`config.mk`:
```
export PLATFORM = sky130hd
export DESIGN_NAME = pur_rbuf
export DESIGN_NICKNAME = d
export VERILOG_FILES = /design/src/sv/pur_pkg.sv /design/src/sv/pur_rbuf.sv
export SDC_FILE = /design/constraint.sdc
export NUM_CORES = 2
export LEC_CHECK = 0
export BUFFER_PORTS_ARGS = -buffer_cell sky130_fd_sc_hd__buf_2
export CAP_MARGIN = 40
export CELL_PAD_IN_SITES_DETAIL_PLACEMENT = 1
export CELL_PAD_IN_SITES_GLOBAL_PLACEMENT = 1
export CORE_MARGIN = 2
export CORE_UTILIZATION = 35
export DETAILED_ROUTE_END_ITERATION = 10
export PLACE_DENSITY = 0.62
export SLEW_MARGIN = 40
export SYNTH_ARGS = -nofsm -noshare
export SYNTH_HDL_FRONTEND = slang
export SYNTH_SLANG_ARGS = --single-unit
```
`constraint.sdc`:
```
create_clock -name clk -period 12.6 [get_ports clk]
set_input_delay 0.63 -clock clk [delete_from_list [all_inputs] [get_ports clk]]
set_output_delay 0.63 -clock clk [all_outputs]
set_load 0.02 [all_outputs]
```
`src/sv/pur_pkg.sv`:
```
// ----------------------------------------------------------------------------
// Polyline resampler package
// Widths, defaults and the sequencer state type.
// ----------------------------------------------------------------------------
`default_nettype none

package pur_pkg;

  localparam int COORD_W       = 24;
  localparam int SPACE_W       = 23;
  localparam int MAX_OUT_DEF   = 64;
  localparam int FRAC_BITS_DEF = 8;
  localparam int LEN_W         = 25;
  localparam int DIV_QW        = 25;
  localparam int DIV_DW        = 26;
  localparam int SQ_OW         = 25;

  localparam logic [SPACE_W-1:0] SPACE_RESET = 23'd256;

  typedef enum logic [4:0] {
    S_IDLE,
    S_EMITV,
    S_DIFF,
    S_SQ1,
    S_SQ2,
    S_SQ3,
    S_SQRT,
    S_SEG,
    S_CDIV,
    S_CAND,
    S_MX,
    S_NX,
    S_DX,
    S_MY,
    S_NY,
    S_DY,
    S_CHK,
    S_FINAL,
    S_DONE,
    S_OUT_RD,
    S_OUT_LD
  } state_t;

endpackage

`default_nettype wire

```
`src/sv/pur_rbuf.sv`:
```
// ----------------------------------------------------------------------------
// Polyline resampler result buffer
// Holds the points of one vertex until the step is complete.
// ----------------------------------------------------------------------------
`default_nettype none

module pur_rbuf #(
  parameter int DEPTH = pur_pkg::MAX_OUT_DEF,
  parameter int AW    = $clog2(pur_pkg::MAX_OUT_DEF),
  parameter int DW    = 2 * pur_pkg::COORD_W
) (
  input  logic          clk,
  input  logic          we,
  input  logic [AW-1:0] waddr,
  input  logic [DW-1:0] wdata,
  input  logic          re,
  input  logic [AW-1:0] raddr,
  output logic [DW-1:0] rdata
);

  logic [DW-1:0] mem [DEPTH];

  always_ff @(posedge clk) begin
    if (we) begin
      mem[waddr] <= wdata;
    end
    if (re) begin
      rdata <= mem[raddr];
    end
  end

endmodule

`default_nettype wire

```
# [After elaboration in Yosys (flattened, before gate mapping)]
# Memories as Yosys holds them, arrays and structs flattened. A register that Yosys moved wholly into a read port is not among the register bits.
# Index checks and enable logic that the tools add are counted.
[word_totals] ff_bits=0 mem_bits_rw=3072 mem_count=1
[classes] n_mux=2
[mem_list] memory="mem" words=64 width=48 read_ports=1 rd_clocked_by_memory_dff=1 write_ports=1 line="pur_rbuf.sv:21" text="logic [DW-1:0] mem [DEPTH];"
[ops] op="$mux 1" n=2

# [Depth between registers and ports, before layout]
[logic_depth] word_depth=2 ltp_mapped=9 ltp_nobuf=5

# [Worst setup path before layout]
# Ideal clock, no wire load.
[synth_timing] path_type="input -> register" from="input port waddr[3]" to="memory mem[48][0] (netlist bit) (enable)" arrival_time_ns=4.402 setup_slack_ns=7.685 cell_stages=4 cell_sequence="clkbuf_1 -> nor2b_1 -> nand4b_1 -> nor3_1"
[synth_lines] element="start: declaration" line="pur_rbuf.sv:14" text="input logic [AW-1:0] waddr,"
[synth_lines] element="end: declaration" line="pur_rbuf.sv:21"
# Straight into the memory's write port.

==> results.toml <==
[floorplanning]
dieWidth_um = 583.7
fp.coreArea_sq_um = 334000
dieArea_sq_um = 340600
initial_core_util = 0.3521
dieHeight_um = 583.7
fp-row-count = 212
ios = 111

[cts]
clock_latency_ns = 0.89
cts_setup_buffers = 0
clk_pin_slew_worst_paths_ns = 0.06
cts_buffers = 316
post_cts_resized = 0
cts-root-buf = "clkbuf_16"
ctsHoldBuffers = 0
cts_sinks = 3120
cts.path.max_buffers = 4
htree_levels = 5
cts_tree = "done"

[worst_hold_path]
min_from = "wdata[3]"
whs_path_depth = 1
min_path_type = "input pin to flip-flop"
whs_endpoint = "mem[30][3]"

[synth]
yosys.area.top_type_share = 0.7967
synth_cell_type_count = 35
syn_area_per_cell_sq_um = 23.66
ys_warn_count = 0
ys.flop_type = "edfxtp_1"
yosys.area.top_type = "edfxtp_1"
syn_area_sq_um = 117600
ys_seq_area_frac = 0.7967
synth_edf_count = 3120
synth_fp_nets = 5033
ys_ff_latch = 3120
synth_area_leaders = "edfxtp_1 (80%), mux4_2 (14%), o22ai_1 (0.65%)"
syn_inst = 4970
async_reset_ff_frac = 0

[cells_and_area]
final_core_util = 0.4041
nFillCells = 30889
nets = 5393
area_growth_pct = 14.76
layout-drive-gt1-share = 0.2873

[sta]
slew_headroom = 0.3776
rsz0062_at_grt = "false"
finalClockSkew_ns = 0.04360
period_share = 0.3123
post-route-min-period_ns = 3.935
fin_tns_setup_ns = 0
fmax_ghz = 0.2542
holdWs_ns = 0.2642
drv_slew = 0
setup_viol_count_final = 0
worst_pin_slew_ns = 0.9335
hold_viol_final = 0

[worst_setup_path]
crit_top_cell = "buf_12"
crit_type = "input pin to flip-flop"
worstPathCellList = "buf_12 > buf_12 > buf_12 > buf_16 > mux4_2 > o22ai_1 > nor2_1 > a21oi_1 > a221oi_1"
r2r_cells = 5
cpMaxStageDelayCell = "buf_12"
reg2reg_from = "mem[55][26]"
reg2reg_slack_ns = 10.15
startpoint_type = "input pin"
arrival_ns = 4.49
required_ns = 13.16
cp_slowest_stage_delay_ns = 0.61
r2r_end = "rdata[26]"
crit_path_end_kind = "flip-flop"
cp_max_fo = 79

[status]
outcome = "finished, final reports clean"

[global_routing]
antenna_found_initial = 25
grt_pass1_wl_mm = 469.9
grt.overflow.total = 0
grt_max_degree = 122
grt_pass1_vias = 59242
grt_usage = 0.1948

[power]
peakVddDrop_mv = 0.1240
leakage_nw = 41.31
power_per_cell_area_nw_per_um2 = 160.2

[drt]
wl_met3_mm = 23.49
met1_length_mm = 140.6
detail-route-antenna-nets = 0
vias_per_cell = 5.693
wl_met2_mm = 161.0
wirelength_mm = 334.3
drcViolationCount = 0
drtIter0Drc = 6459
avgRoutedWirePerCell_um = 33.54
num_vias = 56748
maxUsedRoutingLayer = "met5"
firstDrtPassIters = 5

[placed_design]
dp_hpwl_mm = 184.1
port_buffers = 110
place_congestion = 0.7618

[flow_run]
max_cap_violations = 0
[how the worst max path moves through the flow]
| stage | from | to | depth (start not counted) | slack [ns] |
|---|---|---|---|---|
| after detailed placement | raddr[0] | rdata[32] | 8 | 7.79 |
| after floorplan | waddr[3] | mem[48][0] | 4 | 7.69 |
| after global placement | raddr[0] | rdata[7] | 9 | 7.43 |
| after CTS | raddr[0] | rdata[32] | 8 | 8.72 |
| after global routing | raddr[0] | rdata[32] | 9 | 8.41 |
| final | raddr[0] | rdata[32] | 9 | 8.67 |
[logic make-up (layout without fill, tap and decap cells)]
logic type,after synthesis,in the layout,share of synthesized area
flip-flops,3120,3120,0.7967
multiplexers,829,829,0.1509
AO/OA/AOI/OAI,486,486,0.03012
buffers and inverters,282,884,0.01274
AND/OR/NAND/NOR,253,253,0.009533
other,0,9,0
[critical path, delay by kind of cell]
family	cells	cell delay, ns
compound gates	3	1.01
buf+inv	4	1.84
mux	1	0.57
simple gates	1	0.13
[per-layer routing]
layer,up-vias,global-route usage
met3,445,0.03326
met2,2195,0.3155
met5,-,0
met4,4,0.05328
li1,22327,-
met1,31777,0.2721
[flip-flops by register name, indices dropped and copies added, names as in the netlist]
name	flops
rdata	48
mem	3072
[area by class of cell]
| type | instances | area (sq um) | share of cell area |
|---|---|---|---|
| Timing Repair Buffer | 324 | 3057 | 0.02265 |
| Antenna cell | 9 | 22.52 | 0.0001669 |
| Sequential cell | 3120 | 93690 | 0.6942 |
| Tap cell | 4387 | 5489 | 0.04067 |
| Clock buffer | 391 | 8359 | 0.06194 |
| Multi-Input combinational cell | 1568 | 22980 | 0.1703 |
| Clock inverter | 169 | 1356 | 0.01005 |
[cell usage in the layout (no fill, tap or decap), types with 12 or more instances in the layout]
cell / instances
buf_4: 202
o22ai_1: 122
mux4_2: 754
clkbuf_16: 324
edfxtp_1: 3120
buf_16: 24
a221oi_1: 82
nor2_1: 68
nor2_4: 64
a21oi_1: 74
clkinv_2: 48
nand2_1: 53
a211oi_1: 32
mux2i_1: 63
a22o_1: 57
buf_2: 61
nor2b_1: 20
o221ai_1: 28
mux2_2: 12
a22oi_1: 72
clkinv_1: 76
clkbuf_1: 67
buf_12: 12
bufinv_16: 20
buf_8: 14
[cell usage after synthesis (2+ instances only)]
library cell  number
edfxtp_1        3120
mux4_2           754
nor2_1           132
o22ai_1          122
buf_2             98
clkbuf_1          98
a221oi_1          83
a21oi_1           74
a22oi_1           72
mux2i_1           63
buf_4             62
a22o_1            57
nand2_1           55
a211oi_1          32
o221ai_1          28
nor2b_1           24
buf_1             12
mux2_2            12
a311oi_1          11
buf_6             11
nand2b_1          10
nand3_1            7
a31o_2             5
nand3b_1           5
or3b_2             4
and2_1             3
nor3_1             3
or2_2              3
or3_1              3
nand4_1            2
[stage by stage]
stage	power, mW	area [sq um]	instances	worst slack [ns]
2_1_floorplan	12.32	117600	4970	7.685
5_1_grt	22.20	135000	9966	8.414
4_1_cts	21.78	134700	9952	8.715
3_3_place_gp	12.76	124100	9354	7.425
6_report	21.62	135000	9968	8.665
3_5_place_dp	12.79	125000	9392	7.789
[report_power, final]
group / leakage [nW] / internal (mW) / switching (mW)
Combinational: 8.47 / 0.363 / 0.660
Clock: 4.74 / 5.12 / 3.93
Sequential: 28.1 / 11.5 / 0.0333
Total: 41.3 / 17.0 / 4.63
Power figures use the tool's default switching activity.
