## src/sv/pur_pkg.sv

```systemverilog
// ----------------------------------------------------------------------------
// Polyline resampler package
// Widths, defaults and the sequencer state type.
// ----------------------------------------------------------------------------
`default_nettype none

package pur_pkg;

  localparam int COORD_W       = 24;
  localparam int SPACE_W       = 23;
  localparam int MAX_OUT_DEF   = 64;
  localparam int FRAC_BITS_DEF = 8;
  localparam int LEN_W         = 25;
  localparam int DIV_QW        = 25;
  localparam int DIV_DW        = 26;
  localparam int SQ_OW         = 25;

  localparam logic [SPACE_W-1:0] SPACE_RESET = 23'd256;

  typedef enum logic [4:0] {
    S_IDLE,
    S_EMITV,
    S_DIFF,
    S_SQ1,
    S_SQ2,
    S_SQ3,
    S_SQRT,
    S_SEG,
    S_CDIV,
    S_CAND,
    S_MX,
    S_NX,
    S_DX,
    S_MY,
    S_NY,
    S_DY,
    S_CHK,
    S_FINAL,
    S_DONE,
    S_OUT_RD,
    S_OUT_LD
  } state_t;

endpackage

`default_nettype wire

```

## src/sv/pur_div.sv

```systemverilog
// ----------------------------------------------------------------------------
// Polyline resampler serial divider
// Restoring division, one quotient bit per cycle.
// ----------------------------------------------------------------------------
`default_nettype none

module pur_div #(
  parameter int QW = pur_pkg::DIV_QW,
  parameter int DW = pur_pkg::DIV_DW
) (
  input  logic             clk,
  input  logic             rst,
  input  logic             start,
  input  logic [QW+DW-1:0] dividend,
  input  logic [DW-1:0]    divisor,
  output logic [QW-1:0]    quotient,
  output logic [DW-1:0]    remainder,
  output logic             done
);

  localparam int CNTW = $clog2(QW);

  logic [DW-1:0]   rem;
  logic [QW-1:0]   sh;
  logic [DW-1:0]   dv;
  logic [CNTW-1:0] cnt;
  logic            busy;
  logic [DW:0]     trial;
  logic [DW:0]     diff;
  logic            take;

  assign trial = {rem, sh[QW-1]};
  assign diff  = trial - {1'b0, dv};
  assign take  = trial >= {1'b0, dv};

  always_ff @(posedge clk) begin
    if (rst) begin
      busy <= 1'b0;
      done <= 1'b0;
    end else begin
      done <= 1'b0;
      if (start) begin
        rem  <= dividend[QW+DW-1:QW];
        sh   <= dividend[QW-1:0];
        dv   <= divisor;
        cnt  <= CNTW'(QW - 1);
        busy <= 1'b1;
      end else if (busy) begin
        rem <= take ? diff[DW-1:0] : trial[DW-1:0];
        sh  <= {sh[QW-2:0], take};
        cnt <= cnt - 1'b1;
        if (cnt == '0) begin
          busy <= 1'b0;
          done <= 1'b1;
        end
      end
    end
  end

  assign quotient  = sh;
  assign remainder = rem;

endmodule

`default_nettype wire

```

## config.mk

```make
export PLATFORM = sky130hd
export DESIGN_NAME = pur_div
export DESIGN_NICKNAME = d
export VERILOG_FILES = /design/src/sv/pur_pkg.sv /design/src/sv/pur_div.sv
export SDC_FILE = /design/constraint.sdc
export NUM_CORES = 1
export LEC_CHECK = 0
export BUFFER_PORTS_ARGS = -buffer_cell sky130_fd_sc_hd__buf_2
export CAP_MARGIN = 20
export CORE_MARGIN = 2
export CORE_UTILIZATION = 54
export DETAILED_ROUTE_END_ITERATION = 12
export PLACE_DENSITY = 0.81
export SKIP_LAST_GASP = 1
export SLEW_MARGIN = 40
export SYNTH_ARGS = -nofsm -noshare
export SYNTH_HDL_FRONTEND = slang
export SYNTH_SLANG_ARGS = --single-unit
```

## constraint.sdc

```tcl
create_clock -name clk -period 5.3 [get_ports clk]
set_input_delay 1.06 -clock clk [delete_from_list [all_inputs] [get_ports clk]]
set_output_delay 1.06 -clock clk [all_outputs]
set_load 0.005 [all_outputs]
```

; ---- Yosys cells after proc, flatten, opt, wreduce, memory -nomap -nowiden
; Cells that the tools add are included.
[word_totals]
inputBits = 80
ff_bits = 84
[op_classes]
n_addsub = 2
n_bitwise = 2
n_reduce_logical = 5
magnitude_cmp = 1
muxes = 10
[op_table]
columns = op, n
row1 = $mux 26, 3
row2 = $mux 25, 2
row3 = $ge 27x26->1, 1
row4 = $sub 26x26->26, 1
row5 = $logic_not 5->1, 1
row6 = $mux 5, 1
row7 = $sub 5x1->5 const B, 1
row8 = $mux 1, 4
row9 = $reduce_and 2->1, 2
row10 = $reduce_or 3->1, 1
row11 = $not 1->1, 2
row12 = $reduce_bool 2->1, 1

; ---- Depth between registers and ports, before layout
[depth]
ltp_word = 4
ltp_mapped = 13
ltp_nobuf = 11

; ---- Least setup slack after synthesis
; No wires, ideal clock.
[synth_path]
path_type = input to register
from = in start
to = reg cnt[0] (enable)
setup_slack_ps = 970
stages = 3
setup_time_ps = 471
t_arrival_ps = 3858
n_path_buf = 1
path_cell_list = clkbuf_1 -> nor2_1 -> nor2_1
[synth_between]
elab_chain_cells = 2
[synth_rtl]
columns = element, line_no
row1 = start: declaration, pur_div.sv:13  ; input logic start,
row2 = $reduce_bool 2->1 (no source line), n/a
row3 = $reduce_and 2->1 (no source line), n/a
row4 = end signal: assignment, pur_div.sv:46  ; cnt <= CNTW'(QW - 1);
row5 = end signal: assignment, pur_div.sv:51  ; cnt <= cnt - 1'b1;
row6 = end: declaration, pur_div.sv:26  ; logic [CNTW-1:0] cnt;
; No other way between the ends.
; A chain may end at the register's enable or synchronous reset.

; ---- Worst setup path in the final report
[layout_path]
from = reg rem[23], in the netlist remainder[23]
to = reg rem[12], in the netlist remainder[12] (data pin)
[layout_between]
elab_chain_cells = 4
[layout_rtl]
columns = element, line_no
row1 = start: declaration, pur_div.sv:23  ; logic [DW-1:0] rem;
row2 = start signal: assignment, pur_div.sv:43  ; rem <= dividend[QW+DW-1:QW];
row3 = start signal: assignment, pur_div.sv:49  ; rem <= take ? diff[DW-1:0] : trial[DW-1:0];
row4 = $ge 27x26->1, pur_div.sv:34  ; assign take = trial >= {1'b0, dv};
row5 = $mux 26, pur_div.sv:49
row6 = $mux 26, pur_div.sv:48  ; end else if (busy) begin
row7 = $mux 26, pur_div.sv:42  ; if (start) begin
; No other way between the ends. The select of a mux whose other input is x is not followed.

==> flow_summary.toml <==
[sta]
setup_viol = 0
fin_crit_sh_pct = 67.29
fmax_mhz = 280.4
rsz0062_at_grt = "no"
tightest_slew_ns = 0.7709
maxSlewViolCount = 0
hold_viol_final = 0
fin_setup_tns_ns = 0
slew_headroom_pct = 48.60
fin_crit_ns = 3.566
hold_ws_ns = 0.4404
clock_skew_ns = 0.01298

[job]
maxCapViolations = 0

[critical_path]
path_max_fanout = 18
cpPeakStageDelay_ns = 0.64
cp.required_ns = 5.43
r2r-start = "remainder[23]"
critPathKind = "reg -> reg"
critPathSlowestCell = "o211a_1"
cp-start-kind = "register"
critPathCapture = "remainder[12]"
path_cells = "ha_1 -> a21o_1 -> a211o_1 -> a21oi_1 -> nand2b_1 -> o211a_1 -> buf_4 -> nor3_1 -> a211o_1"
worstPathArrival_ns = 3.70
regToRegSetupSlack_ns = 1.73
crit_top_cell = "a211o_1"
rr_worst_depth = 9
r2r-end = "remainder[12]"
crit_start = "remainder[23]"
end_kind = "register"

[routing]
drt_first_pass_iters = 4
drc = 0
avgViaCountPerCell = 5.565
drtIter0Drc = 211
vias = 3996
ant_nets = 0
routed_wl_um = 12010
wire_per_inst_um = 16.73

[pwr]
vdd_drop_max_mv = 0.1985
power.total_mw = 1.876
p_per_area_nw_per_um2 = 303.2
leakage_nw = 2.592

[die]
dieWidth_um = 102.1
io_pins = 132
die-area_um2 = 10420
initial_utilization_pct = 55.97
die_h_um = 102.1
row_count = 35
coreArea_um2 = 9284

[layout]
layout.nets = 692
drive_gt1_share_pct = 34.63
nFillCells = 779
final_area_um2 = 6188
antenna_cells = 0
syn_to_final_growth_pct = 19.09

[global_route]
grt_antenna_before_repair = 0
grt_remaining_overflow = 0
first_global_vias = 3950
grt_start_max_net_pins = 101
grt_pass1_wl_um = 19040
grt_usage_pct = 23.56

[synth]
syn_inst = 457
syn_area_per_cell_um2 = 11.37
synth.most_common_cell = "edfxtp_1"
synthesis.area_um2 = 5196
synthFlopType = "edfxtp_1"
ys_types = 60
synth-seq-cells = 84
synth_top_area_share_pct = 47.39
ys_async_sr_fraction_pct = 0
synth_commonest_cells = "edfxtp_1 (82), nand2_1 (40), inv_1 (31)"
ys_warn_count = 0
synth_edf_count = 82
synthTopCellsByArea = "edfxtp_1 (47%), ha_1 (6.5%), mux2_2 (5.9%), o311ai_2 (3.4%), nand2_1 (2.9%)"
seq_area_frac_synth_pct = 48.16
syn-num-nets = 565
yosysTopAreaCell = "edfxtp_1"

[worst_hold_path]
min_path_type = "reg -> reg"

[placed_design]
dp_hpwl_um = 8822
gp_congestion = 0.9219
portBuffers = 131
placed_area_um2 = 5962

[cts]
numCtsBuffers = 9
cts-root-buf = "clkbuf_8"
cts_tree = "done"
h-tree-depth = 3
cts_setup_buffers = 0
cts_hold_buffers = 0
clock_latency_ns = 0.37
clkSinkCount = 84
cts.path.max_buffers = 2
cts-resized-gates = 0
clkTransAtPathRegs_ns = 0.10

[status]
status = "finished, final reports clean"
==> worst min path at each step <==
stage | start | to | cells after the start
floorplan | busy | done | 2
global placement | busy | done | 2
detailed placement | busy | done | 2
CTS | busy | done | 2
global route | busy | done | 2
finish | busy | done | 2
==> cell usage in the layout, fill, tap and decap left out, drive strengths merged, types with 2 or more instances in the layout <==
master / synthesis / final
buf: 8 / 136
edfxtp: 82 / 82
nand2: 41 / 41
inv: 31 / 33
mux2: 27 / 27
ha: 27 / 27
a21oi: 26 / 26
o21ai: 24 / 24
nor2: 21 / 21
xnor2: 15 / 15
nand3b: 13 / 13
o311ai: 13 / 13
nor3: 12 / 12
nor2b: 10 / 10
a21o: 9 / 9
nand2b: 9 / 9
xor2: 9 / 9
clkbuf: 12 / 9
nor3b: 8 / 8
a211o: 7 / 7
nand4: 6 / 6
mux2i: 6 / 6
and3: 5 / 5
clkinv: 0 / 4
a211oi: 3 / 3
a31oi: 3 / 3
o21bai: 3 / 3
or3: 2 / 2
and2: 2 / 2
dfxtp: 2 / 2
a311oi: 2 / 2
o211ai: 2 / 2
==> power breakdown <==
group	internal, mW	switching, mW	total [mW]
clock network	0.221	0.255	0.476
registers	0.802	0.0301	0.832
logic	0.250	0.318	0.568
total	1.27	0.604	1.88
==> per-layer routing <==
layer / GRT usage [%] / part of all wire, % / vias up
li1: - / - / 1955
met1: 28.55 / 42 / 1873
met2: 39.47 / 48 / 145
met3: 8.550 / 8.1 / 23
met4: 7.282 / 1.9 / 0
met5: 0 / 0 / -
==> cells by family (layout without fill, tap and decap cells) <==
group	count (synthesis)	after routing	synth area share (%)
xor gates and xnor gates	24	24	4.045
AOI/OAI and AO/OA	103	103	15.70
and+or+nand+nor	134	134	13.92
adders and majority gates	28	28	6.887
buffers and inverters	51	183	4.286
muxes	33	33	7.007
DFF	84	84	48.16
==> registers in the layout, summed over array words and instances, names as in the netlist <==
register,flops
dv,26
remainder,26
quotient,25
cnt,5
busy,1
done,1
==> stage by stage <==
step                instances  worst slack (ns)  util [%]
floorplan                 457            0.9704         -
global placement          701             1.928     64.08
detailed placement        701             1.757     64.22
CTS                       717             1.738     66.36
global route              718             1.524     66.66
finish                    718             1.734     66.66
==> final cells by class <==
class	count	area, um^2	share of cell area (%)
inverter	31	116.4	1.880
multi-input combinational	322	2490	40.23
sequential	84	2502	40.44
clock buffer	9	123.9	2.002
clock inverter	7	75.07	1.213
timing repair buffer	136	719.4	11.63
tap	129	161.4	2.608
==> worst max-delay path, delay by kind of cell (launching register included) <==
family	cells	cell delay (ns)
compound gates	5	1.77
flops	1	0.43
buf+inv	1	0.40
fa+ha+maj	1	0.38
simple gates	2	0.36
(Power assumes the default switching activity.)
