`config.mk`:
```
export PLATFORM = sky130hd
export DESIGN_NAME = pur_sqrt
export DESIGN_NICKNAME = d
export VERILOG_FILES = /design/src/sv/pur_pkg.sv /design/src/sv/pur_sqrt.sv
export SDC_FILE = /design/constraint.sdc
export NUM_CORES = 1
export LEC_CHECK = 0
export BUFFER_PORTS_ARGS = -buffer_cell sky130_fd_sc_hd__buf_2
export CAP_MARGIN = 10
export CORE_UTILIZATION = 40
export DETAILED_ROUTE_END_ITERATION = 10
export PLACE_DENSITY = 0.66
export SLEW_MARGIN = 20
export SYNTH_ARGS = -nofsm -noshare
export SYNTH_HDL_FRONTEND = slang
export SYNTH_SLANG_ARGS = --single-unit
```
`constraint.sdc`:
```
create_clock -name clk -period 7.5 [get_ports clk]
set_input_delay 1.125 -clock clk [delete_from_list [all_inputs] [get_ports clk]]
set_output_delay 1.125 -clock clk [all_outputs]
set_load 0.01 [all_outputs]
```
`src/sv/pur_pkg.sv`:
```
// ----------------------------------------------------------------------------
// Polyline resampler package
// Widths, defaults and the sequencer state type.
// ----------------------------------------------------------------------------
`default_nettype none

package pur_pkg;

  localparam int COORD_W       = 24;
  localparam int SPACE_W       = 23;
  localparam int MAX_OUT_DEF   = 64;
  localparam int FRAC_BITS_DEF = 8;
  localparam int LEN_W         = 25;
  localparam int DIV_QW        = 25;
  localparam int DIV_DW        = 26;
  localparam int SQ_OW         = 25;

  localparam logic [SPACE_W-1:0] SPACE_RESET = 23'd256;

  typedef enum logic [4:0] {
    S_IDLE,
    S_EMITV,
    S_DIFF,
    S_SQ1,
    S_SQ2,
    S_SQ3,
    S_SQRT,
    S_SEG,
    S_CDIV,
    S_CAND,
    S_MX,
    S_NX,
    S_DX,
    S_MY,
    S_NY,
    S_DY,
    S_CHK,
    S_FINAL,
    S_DONE,
    S_OUT_RD,
    S_OUT_LD
  } state_t;

endpackage

`default_nettype wire

```
`src/sv/pur_sqrt.sv`:
```
// ----------------------------------------------------------------------------
// Polyline resampler serial square root
// Floor square root, one root bit and two radicand bits per cycle.
// ----------------------------------------------------------------------------
`default_nettype none

module pur_sqrt #(
  parameter int OW = pur_pkg::SQ_OW
) (
  input  logic            clk,
  input  logic            rst,
  input  logic            start,
  input  logic [2*OW-1:0] radicand,
  output logic [OW-1:0]   root,
  output logic            done
);

  localparam int RW   = 2 * OW;
  localparam int MW   = OW + 2;
  localparam int TW   = OW + 4;
  localparam int CNTW = $clog2(OW);

  logic [RW-1:0]   sh;
  logic [MW-1:0]   rem;
  logic [CNTW-1:0] cnt;
  logic            busy;
  logic [TW-1:0]   trial;
  logic [TW-1:0]   test;
  logic            take;

  assign trial = {rem, sh[RW-1:RW-2]};
  assign test  = TW'({root, 2'b01});
  assign take  = trial >= test;

  always_ff @(posedge clk) begin
    if (rst) begin
      busy <= 1'b0;
      done <= 1'b0;
    end else begin
      done <= 1'b0;
      if (start) begin
        sh   <= radicand;
        rem  <= '0;
        root <= '0;
        cnt  <= CNTW'(OW - 1);
        busy <= 1'b1;
      end else if (busy) begin
        sh   <= {sh[RW-3:0], 2'b00};
        rem  <= take ? MW'(trial - test) : trial[MW-1:0];
        root <= {root[OW-2:0], take};
        cnt  <= cnt - 1'b1;
        if (cnt == '0) begin
          busy <= 1'b0;
          done <= 1'b1;
        end
      end
    end
  end

endmodule

`default_nettype wire

```
# Word-level counts from Yosys, hierarchy flattened
# Cells that the tools add are included.
# op_classes
bitwise	2
order_cmp	1
reduce_logical	4
addsub	2
n_mux	10
# op_table
op	count
$mux W50	2
$mux W27	2
$ge A29 B27 Y1	1
$sub A27 B27 Y27	1
$mux W25	1
$logic_not A5 Y1	1
$mux W5	1
$sub A5 B1 Y5 const B	1
$mux W1	4
$reduce_or A3 Y1	1
$not A1 Y1	2
$reduce_and A2 Y1	1
$reduce_bool A2 Y1	1
# totals
reg_bits	109
elab_cells	25
inputBits	53
output_inout_bits	26

# Longest topological paths before layout
# Gate-level depths: netlist of the first run.
# logic_depth
word_depth	4
depth_mapped	12
ltp_nobuf	9

# Worst setup path before layout of the first run
# No wires, ideal clock.
# synth_timing
path_kind	input to register
from	input port start
to	register cnt[0] (enable)
slack_ns	0.719
stages	4
path_buffers	2
setup_time_ns	0.575
required_time_ns	6.925
t_arrival_ns	6.207
path_cell_list	clkbuf_1 -> clkbuf_1 -> nor2_1 -> nor2_1
# synth_via
elab_chain_cells	2
# synth_lines
element	line_no	rtl
start, declared	pur_sqrt.sv:12	input logic start,
$reduce_bool A2 Y1 (no source line)	--	
$reduce_and A2 Y1 (no source line)	--	
end signal, assigned	pur_sqrt.sv:45	cnt <= CNTW'(OW - 1);
end signal, assigned	pur_sqrt.sv:51	cnt <= cnt - 1'b1;
end, declared	pur_sqrt.sv:25	logic [CNTW-1:0] cnt;
# No other way between the ends.
# A chain may end at the register's enable or synchronous reset.

# Final worst setup path of the first run
# layout_timing
from	register root[5]
to	register rem[19], data pin
# layout_via
elab_chain_cells	3
elab_cells_between_ends	4
classes_between	1 x add/sub; 1 x order compare; 2 x mux
# layout_lines
element	line_no	rtl
start, declared	pur_sqrt.sv:14	output logic [OW-1:0] root,
start signal, assigned	pur_sqrt.sv:50	root <= {root[OW-2:0], take};
$sub A27 B27 Y27 / $ge A29 B27 Y1 (equally long branches)	pur_sqrt.sv:49, pur_sqrt.sv:33	
$mux W27 (*)	pur_sqrt.sv:49	rem <= take ? MW'(trial - test) : trial[MW-1:0];
$mux W27 (*)	pur_sqrt.sv:47	end else if (busy) begin
end signal, assigned	pur_sqrt.sv:49	
end, declared	pur_sqrt.sv:24	logic [MW-1:0] rem;
# Mark *: on every way between the ends. The rest lies on a longest branch, timed or not. The select of a mux whose other input is x is not followed.

==> flow_summary_export.csv, run 1 <==
group,metric,value,unit
run_status,outcome,"complete, but fails checks",
run_status,violations,"DRC",
clock_network,cts_tree,"built",
pwr,powerDensity,223,nW/µm²
clock_network,clk_path_buf_depth,2,
timing,rsz0062_at_grt,"no",
worst_setup_path,cp_max_fo,25,
pwr,power.share.sequential,48.3,%
final_layout,nNetsFinal,687,
routing,wl_per_cell,15.7,µm
final_layout,layout_common_cells,"edfxtp_1 (107), buf_2 (77), nor2_1 (52), mux2_2 (48), nand2_1 (44)",
worst_setup_path,r2r_slack,4.09,ns
hold_path,min_to,"done$_SDFF_PP0_",
clock_network,clock_sinks,109,
hold_path,hold_path.class,"reg2reg",
clock_network,cts_buffers,9,
logic_synthesis,avgSynthCellArea,11.4,µm²
logic_synthesis,async_flop_share,0,%
place,place.gp.congestion,0.880,
global_route,grt_usage,17.0,%
floorplanning,rows,44,
clock_network,path_clk_slew,0.07,ns
timing,slew_headroom,31.6,%
pwr,clkPwrFrac,29.0,%
logic_synthesis,ys_warn_count,0,
global_route,grt_pass1_vias,4345,
final_layout,final_common_cell,"edfxtp_1",
timing,finalHoldViolations,0,
worst_setup_path,critical_path.most_common_cell,"and3_1",
timing,finalSetupViolations,0,
floorplanning,pin_count,79,
logic_synthesis,ys_seq_elements,109,
worst_setup_path,worstSetupPathType,"reg2reg",
timing,timing.setup.tns,0,ns
routing,firstDrtPassIters,7,
hold_path,hold_start,"busy$_SDFF_PP0_",
worst_setup_path,crit_cells,9,
final_layout,drive_gt1_share,25.1,%
worst_setup_path,path_cells,"inv_1 -> ha_1 -> and3_1 -> o2111ai_1 -> nand3_1 -> o311ai_2 -> and3_1 -> nor2_1 -> a22o_1",
final_layout,fin_cells,794,
worst_setup_path,cp.arrival,3.52,ns
job,max-cap-violations,0,
timing,layout_worst_path_cycle_share,45.4,%
worst_setup_path,worst-path-buf-inv,1,
timing,worst_pin_slew,1.03,ns
routing,via_per_inst,5.44,
floorplanning,start_util,41.6,%
global_route,grt_first_pass_wirelength,21200,µm
clock_network,htreeDepth,3,
routing,vias,4318,
hold_path,min_path_cells,1,
timing,fmax,294,MHz
worst_setup_path,cp-startpoint,"root[5]$_SDFFCE_PP0P_",
worst_setup_path,reg2reg_from,"root[5]$_SDFFCE_PP0P_",
logic_synthesis,synth_top_flop_cell,"edfxtp_1",
place,place_hpwl,8900,µm
routing,drtIter0Drc,300,
routing,drc_errors,3,
logic_synthesis,syn_inst,535,
place,placedCellCount,777,
worst_setup_path,worstSetupEndpointType,"flop",
clock_network,cts_resized,0,
clock_network,cts_hold_buf,0,
final_layout,antenna_cells,0,
global_route,grt_max_degree,61,
routing,ant_nets,0,
floorplanning,coreArea,14700,µm²
worst_setup_path,path_delay_family,"simple AND/OR/NAND/NOR gates",
pwr,p_comb_share,22.7,%
floorplanning,die_y,126,µm
timing,finalClockSkew,0.00620,ns
pwr,switchingPower,444,µW
global_route,grt_overflow,0,
clock_network,cts-root-buf,"clkbuf_16",
final_layout,fill_cells,1361,
place,io_buffer_count,78,
pwr,p_int,1.11,mW
timing,slew_viol_final,0,
worst_setup_path,startpoint_type,"flop",
pwr,switching_share,28.6,%
pwr,peakVddDrop,0.000132,V
clock_network,postCtsSetupRepairBufs,0,
final_layout,synthToLayoutAreaGrowth,13.8,%
worst_setup_path,cp_slowest_cell,"and3_1",
logic_synthesis,synth_edf_count,107,
worst_setup_path,r2r_cells,9,
worst_setup_path,slowest_delay,0.90,ns
pwr,p_leak,2.86,nW
routing,routed_wl,12500,µm
floorplanning,die_w,126,µm
logic_synthesis,syn_area,6110,µm²
worst_setup_path,reg2reg_to,"rem[19]$_SDFFCE_PP0P_",
timing,fin_crit,3.41,ns
floorplanning,dieArea,15800,µm²
logic_synthesis,yosysSeqAreaShare,53.2,%
logic_synthesis,syn-num-nets,617,
clock_network,insertion_delay,0.35,ns
logic_synthesis,synth.distinct_cells,57,
worst_setup_path,worstPathRequired,7.61,ns
global_route,antenna_found_initial,0,
per-layer routing:
metal  GRT usage, %  vias up  routed length (µm)  part of all wire (%)
li1               -     2125                   -                     -
met1           20.9     2072                5450                    44
met2           27.5      108                5890                    47
met3           6.84       13                 957                   7.7
met4           4.95        0                 184                   1.5
met5              0        -                   0                     0
flip-flops by register name (all words and copies together) (netlist names):
signal,cells
done,1
busy,1
root,25
rem,27
cnt,5
sh,50
synthesized netlist by cell type, drive strengths merged (5+ instances only):
cell | number | area (µm²)
a211oi | 5 | 37.5
a21o | 13 | 97.6
a21oi | 34 | 170
and2 | 6 | 37.5
and3 | 9 | 56.3
buf | 10 | 53.8
clkbuf | 13 | 48.8
edfxtp | 107 | 3210
ha | 29 | 363
inv | 34 | 128
mux2 | 48 | 541
mux2i | 6 | 60.1
nand2 | 44 | 165
nand3 | 14 | 75.1
nand4 | 9 | 62.6
nor2 | 53 | 199
nor3 | 8 | 45.0
o21a | 6 | 45.0
o21ai | 16 | 80.1
or3 | 7 | 43.8
xnor2 | 12 | 105
logic make-up after synthesis:
logic type	Yosys count	synth area share, %
XOR/XNOR	16	2.29
multiplexers	54	9.82
flip-flops	109	53.2
adder cells (fa/ha/maj)	29	5.94
buffers and inverters	58	3.83
AND/OR/NAND/NOR	156	12.0
AO/OA/AOI/OAI	113	13.0
stage by stage:
stage	util, %	setup slack [ns]	total power [mW]	hold WS [ns]	area [µm²]
3_3_place_gp	45.3	3.86	1.11	0.469	6660
5_1_grt	47.3	3.81	1.64	0.508	6960
3_5_place_dp	45.3	3.76	1.12	0.474	6660
4_1_cts	47.2	4.04	1.57	0.480	6940
2_1_floorplan	-	0.719	1.03	0.454	6110
6_report	47.3	4.09	1.55	0.477	6960
power groups by stage:
stage | clock [mW] | sequential [mW] | combinational [mW]
after floorplan | 0 | 0.767 | 0.266
after detailed placement | 0 | 0.764 | 0.351
after global routing | 0.489 | 0.756 | 0.395
after CTS | 0.467 | 0.751 | 0.352
final | 0.450 | 0.751 | 0.352
after global placement | 0 | 0.763 | 0.343
area by class of cell:
type,instances,area [µm²],area share (%)
Timing Repair Buffer,82,435,6.26
Clock inverter,6,46.3,0.665
Clock buffer,10,229,3.29
Tap cell,184,230,3.31
Sequential cell,109,3250,46.7
Inverter,35,131,1.89
Multi-Input combinational cell,368,2630,37.8
how the worst max path moves through the flow:
stage / endpoint / slack (ns)
detailed placement: rem[15]$_SDFFCE_PP0P_ / 3.76
global placement: rem[15]$_SDFFCE_PP0P_ / 3.86
CTS: rem[19]$_SDFFCE_PP0P_ / 4.04
floorplan: cnt[0]$_SDFFCE_PP0P_ / 0.72
finish: rem[19]$_SDFFCE_PP0P_ / 4.09
global route: rem[19]$_SDFFCE_PP0P_ / 3.81
Power figures use the tool's default switching activity.
==> run 2, diff against run 1 <==
clock period = 3.4 ns   (was 7.5 ns; I/O delays follow)
==> flow_summary_export.csv, run 2 (synthesis gave the netlist of run 1 again) <==
group,metric,value,unit
run_status,outcome,"complete, but fails checks",
run_status,violations,"DRC",
global_route,use_met2,26.5,%
pwr,power,3.54,mW
floorplanning,coreArea,14700,µm²
routing,ant_nets,0,
clock_network,cts_buffers,9,
routing,drtIter0Drc,292,
final_layout,final_common_cell,"edfxtp_1",
global_route,grt_first_pass_wirelength,20900,µm
final_layout,regArea,3250,µm²
worst_setup_path,cp.arrival,3.09,ns
routing,vias,4293,
final_layout,drive_gt1_share,26.1,%
hold_path,min_to,"done$_SDFF_PP0_",
timing,fmax,335,MHz
timing,slew_headroom,64.7,%
clock_network,clock_sinks,109,
final_layout,multi_input_area,2630,µm²
final_layout,layout_common_cells,"edfxtp_1 (107), buf_2 (77), nor2_1 (52), mux2_2 (48), nand2_1 (44)",
timing,finalClockSkew,0.0115,ns
timing,fin_crit,2.99,ns
timing,worst_pin_slew,0.530,ns
global_route,grt_pass1_vias,4315,
floorplanning,die_y,126,µm
clock_network,cts_resized,0,
worst_setup_path,r2r_cells,10,
floorplanning,pin_count,79,
routing,firstDrtPassIters,8,
place,dp_slack,0.424,ns
hold_path,hold_path.class,"in2reg",
global_route,grt_max_degree,59,
global_route,gr-max-usage-layer,"met2",
floorplanning,rows,44,
clock_network,path_clk_slew,0.08,ns
final_layout,fin_cells,801,
hold_path,min_path_cells,2,
place,place.gp.congestion,0.912,
global_route,grt_usage,16.8,%
worst_setup_path,reg2reg_from,"root[5]$_SDFFCE_PP0P_",
routing,via_per_inst,5.36,
final_layout,reg_top3,"sh: 50 flops, rem: 27 flops, root: 25 flops",
place,io_buffer_count,78,
global_route,use_met3,6.67,%
floorplanning,start_util,41.6,%
timing,layout_worst_path_cycle_share,87.8,%
global_route,antenna_found_initial,2,
routing,routed_wl,12600,µm
clock_network,postCtsSetupRepairBufs,0,
final_layout,regMostFlops,"sh",
timing,timing.setup.tns,0,ns
global_route,grt.met1_usage,21.1,%
timing,finalHoldViolations,0,
worst_setup_path,cp_max_fo,14,
worst_setup_path,worstSetupEndpointType,"flop",
hold_path,hold_start,"rst",
place,place_hpwl,9160,µm
timing,fin_ws,0.414,ns
final_layout,fill_cells,1347,
final_layout,largest_reg_flops,50,
floorplanning,dieArea,15800,µm²
final_layout,nNetsFinal,694,
clock_network,cts_tree,"built",
job,max-cap-violations,0,
timing,finalSetupViolations,0,
worst_setup_path,startpoint_type,"flop",
pwr,peakVddDrop,0.000387,V
clock_network,clk_path_buf_depth,2,
clock_network,cts_hold_buf,0,
final_layout,synthToLayoutAreaGrowth,15.2,%
clock_network,htreeDepth,3,
clock_network,cts-root-buf,"clkbuf_16",
place,placedCellCount,785,
timing,slew_viol_final,0,
pwr,powerDensity,503,nW/µm²
routing,drc_errors,3,
timing,whs,0.361,ns
timing,rsz0062_at_grt,"no",
clock_network,insertion_delay,0.36,ns
worst_setup_path,worstPathRequired,3.51,ns
floorplanning,die_w,126,µm
worst_setup_path,cp-startpoint,"root[5]$_SDFFCE_PP0P_",
global_route,grt_overflow,0,
worst_setup_path,worstSetupPathType,"reg2reg",
worst_setup_path,reg2reg_to,"rem[22]$_SDFFCE_PP0P_",
routing,wl_per_cell,15.7,µm
pwr,p_leak,2.90,nW
worst_setup_path,r2r_slack,0.41,ns
final_layout,antenna_cells,0,
## run 2: how the worst max path moves through the flow
| stage | end | slack [ns] | cells after the start |
|---|---|---|---|
| floorplan | cnt[0]$_SDFFCE_PP0P_ | 0.23 | 4 |
| global placement | rem[22]$_SDFFCE_PP0P_ | 0.50 | 10 |
| detailed placement | rem[22]$_SDFFCE_PP0P_ | 0.42 | 10 |
| CTS | rem[22]$_SDFFCE_PP0P_ | 0.41 | 10 |
| global route | rem[22]$_SDFFCE_PP0P_ | 0.15 | 10 |
| finish | rem[22]$_SDFFCE_PP0P_ | 0.41 | 10 |
## run 2: routing by layer
layer  vias to the layer above  share of wire (%)
li1                       2137                  -
met1                      2033                 45
met2                       114                 48
met3                         9                6.2
met4                         0                1.1
met5                         -                  0
## run 2: final cells by class
class / instances / area share, %
Sequential cell: 109 / 46.2
Multi-Input combinational cell: 368 / 37.4
Timing Repair Buffer: 89 / 6.93
Tap cell: 184 / 3.27
Clock buffer: 10 / 3.25
Inverter: 35 / 1.87
Clock inverter: 6 / 1.07
## run 2: critical path: stages, from the launching register on
cell and delay (ns):
edfxtp_1 0.35, inv_1 0.06, ha_1 0.38, and3_1 0.25, o2111ai_1 0.26, nand3_1 0.22, o311ai_2 0.35, and3_1 0.38
buf_4 0.27, a2111o_1 0.12, o211ai_1 0.08
## run 2: metrics by stage
step           utilization (%)  instance area, µm²
2_1_floorplan                -                6120
3_3_place_gp              45.8                6740
3_5_place_dp              45.8                6740
4_1_cts                   47.9                7040
5_1_grt                   47.9                7040
6_report                  47.9                7040
## run 2: power by group
| part | total (mW) | internal, mW | switching [mW] | leakage (nW) |
|---|---|---|---|---|
| sequential | 1.65 | 1.61 | 0.0420 | 1.05 |
| combinational | 0.792 | 0.340 | 0.452 | 1.71 |
| clock | 1.10 | 0.586 | 0.511 | 0.146 |
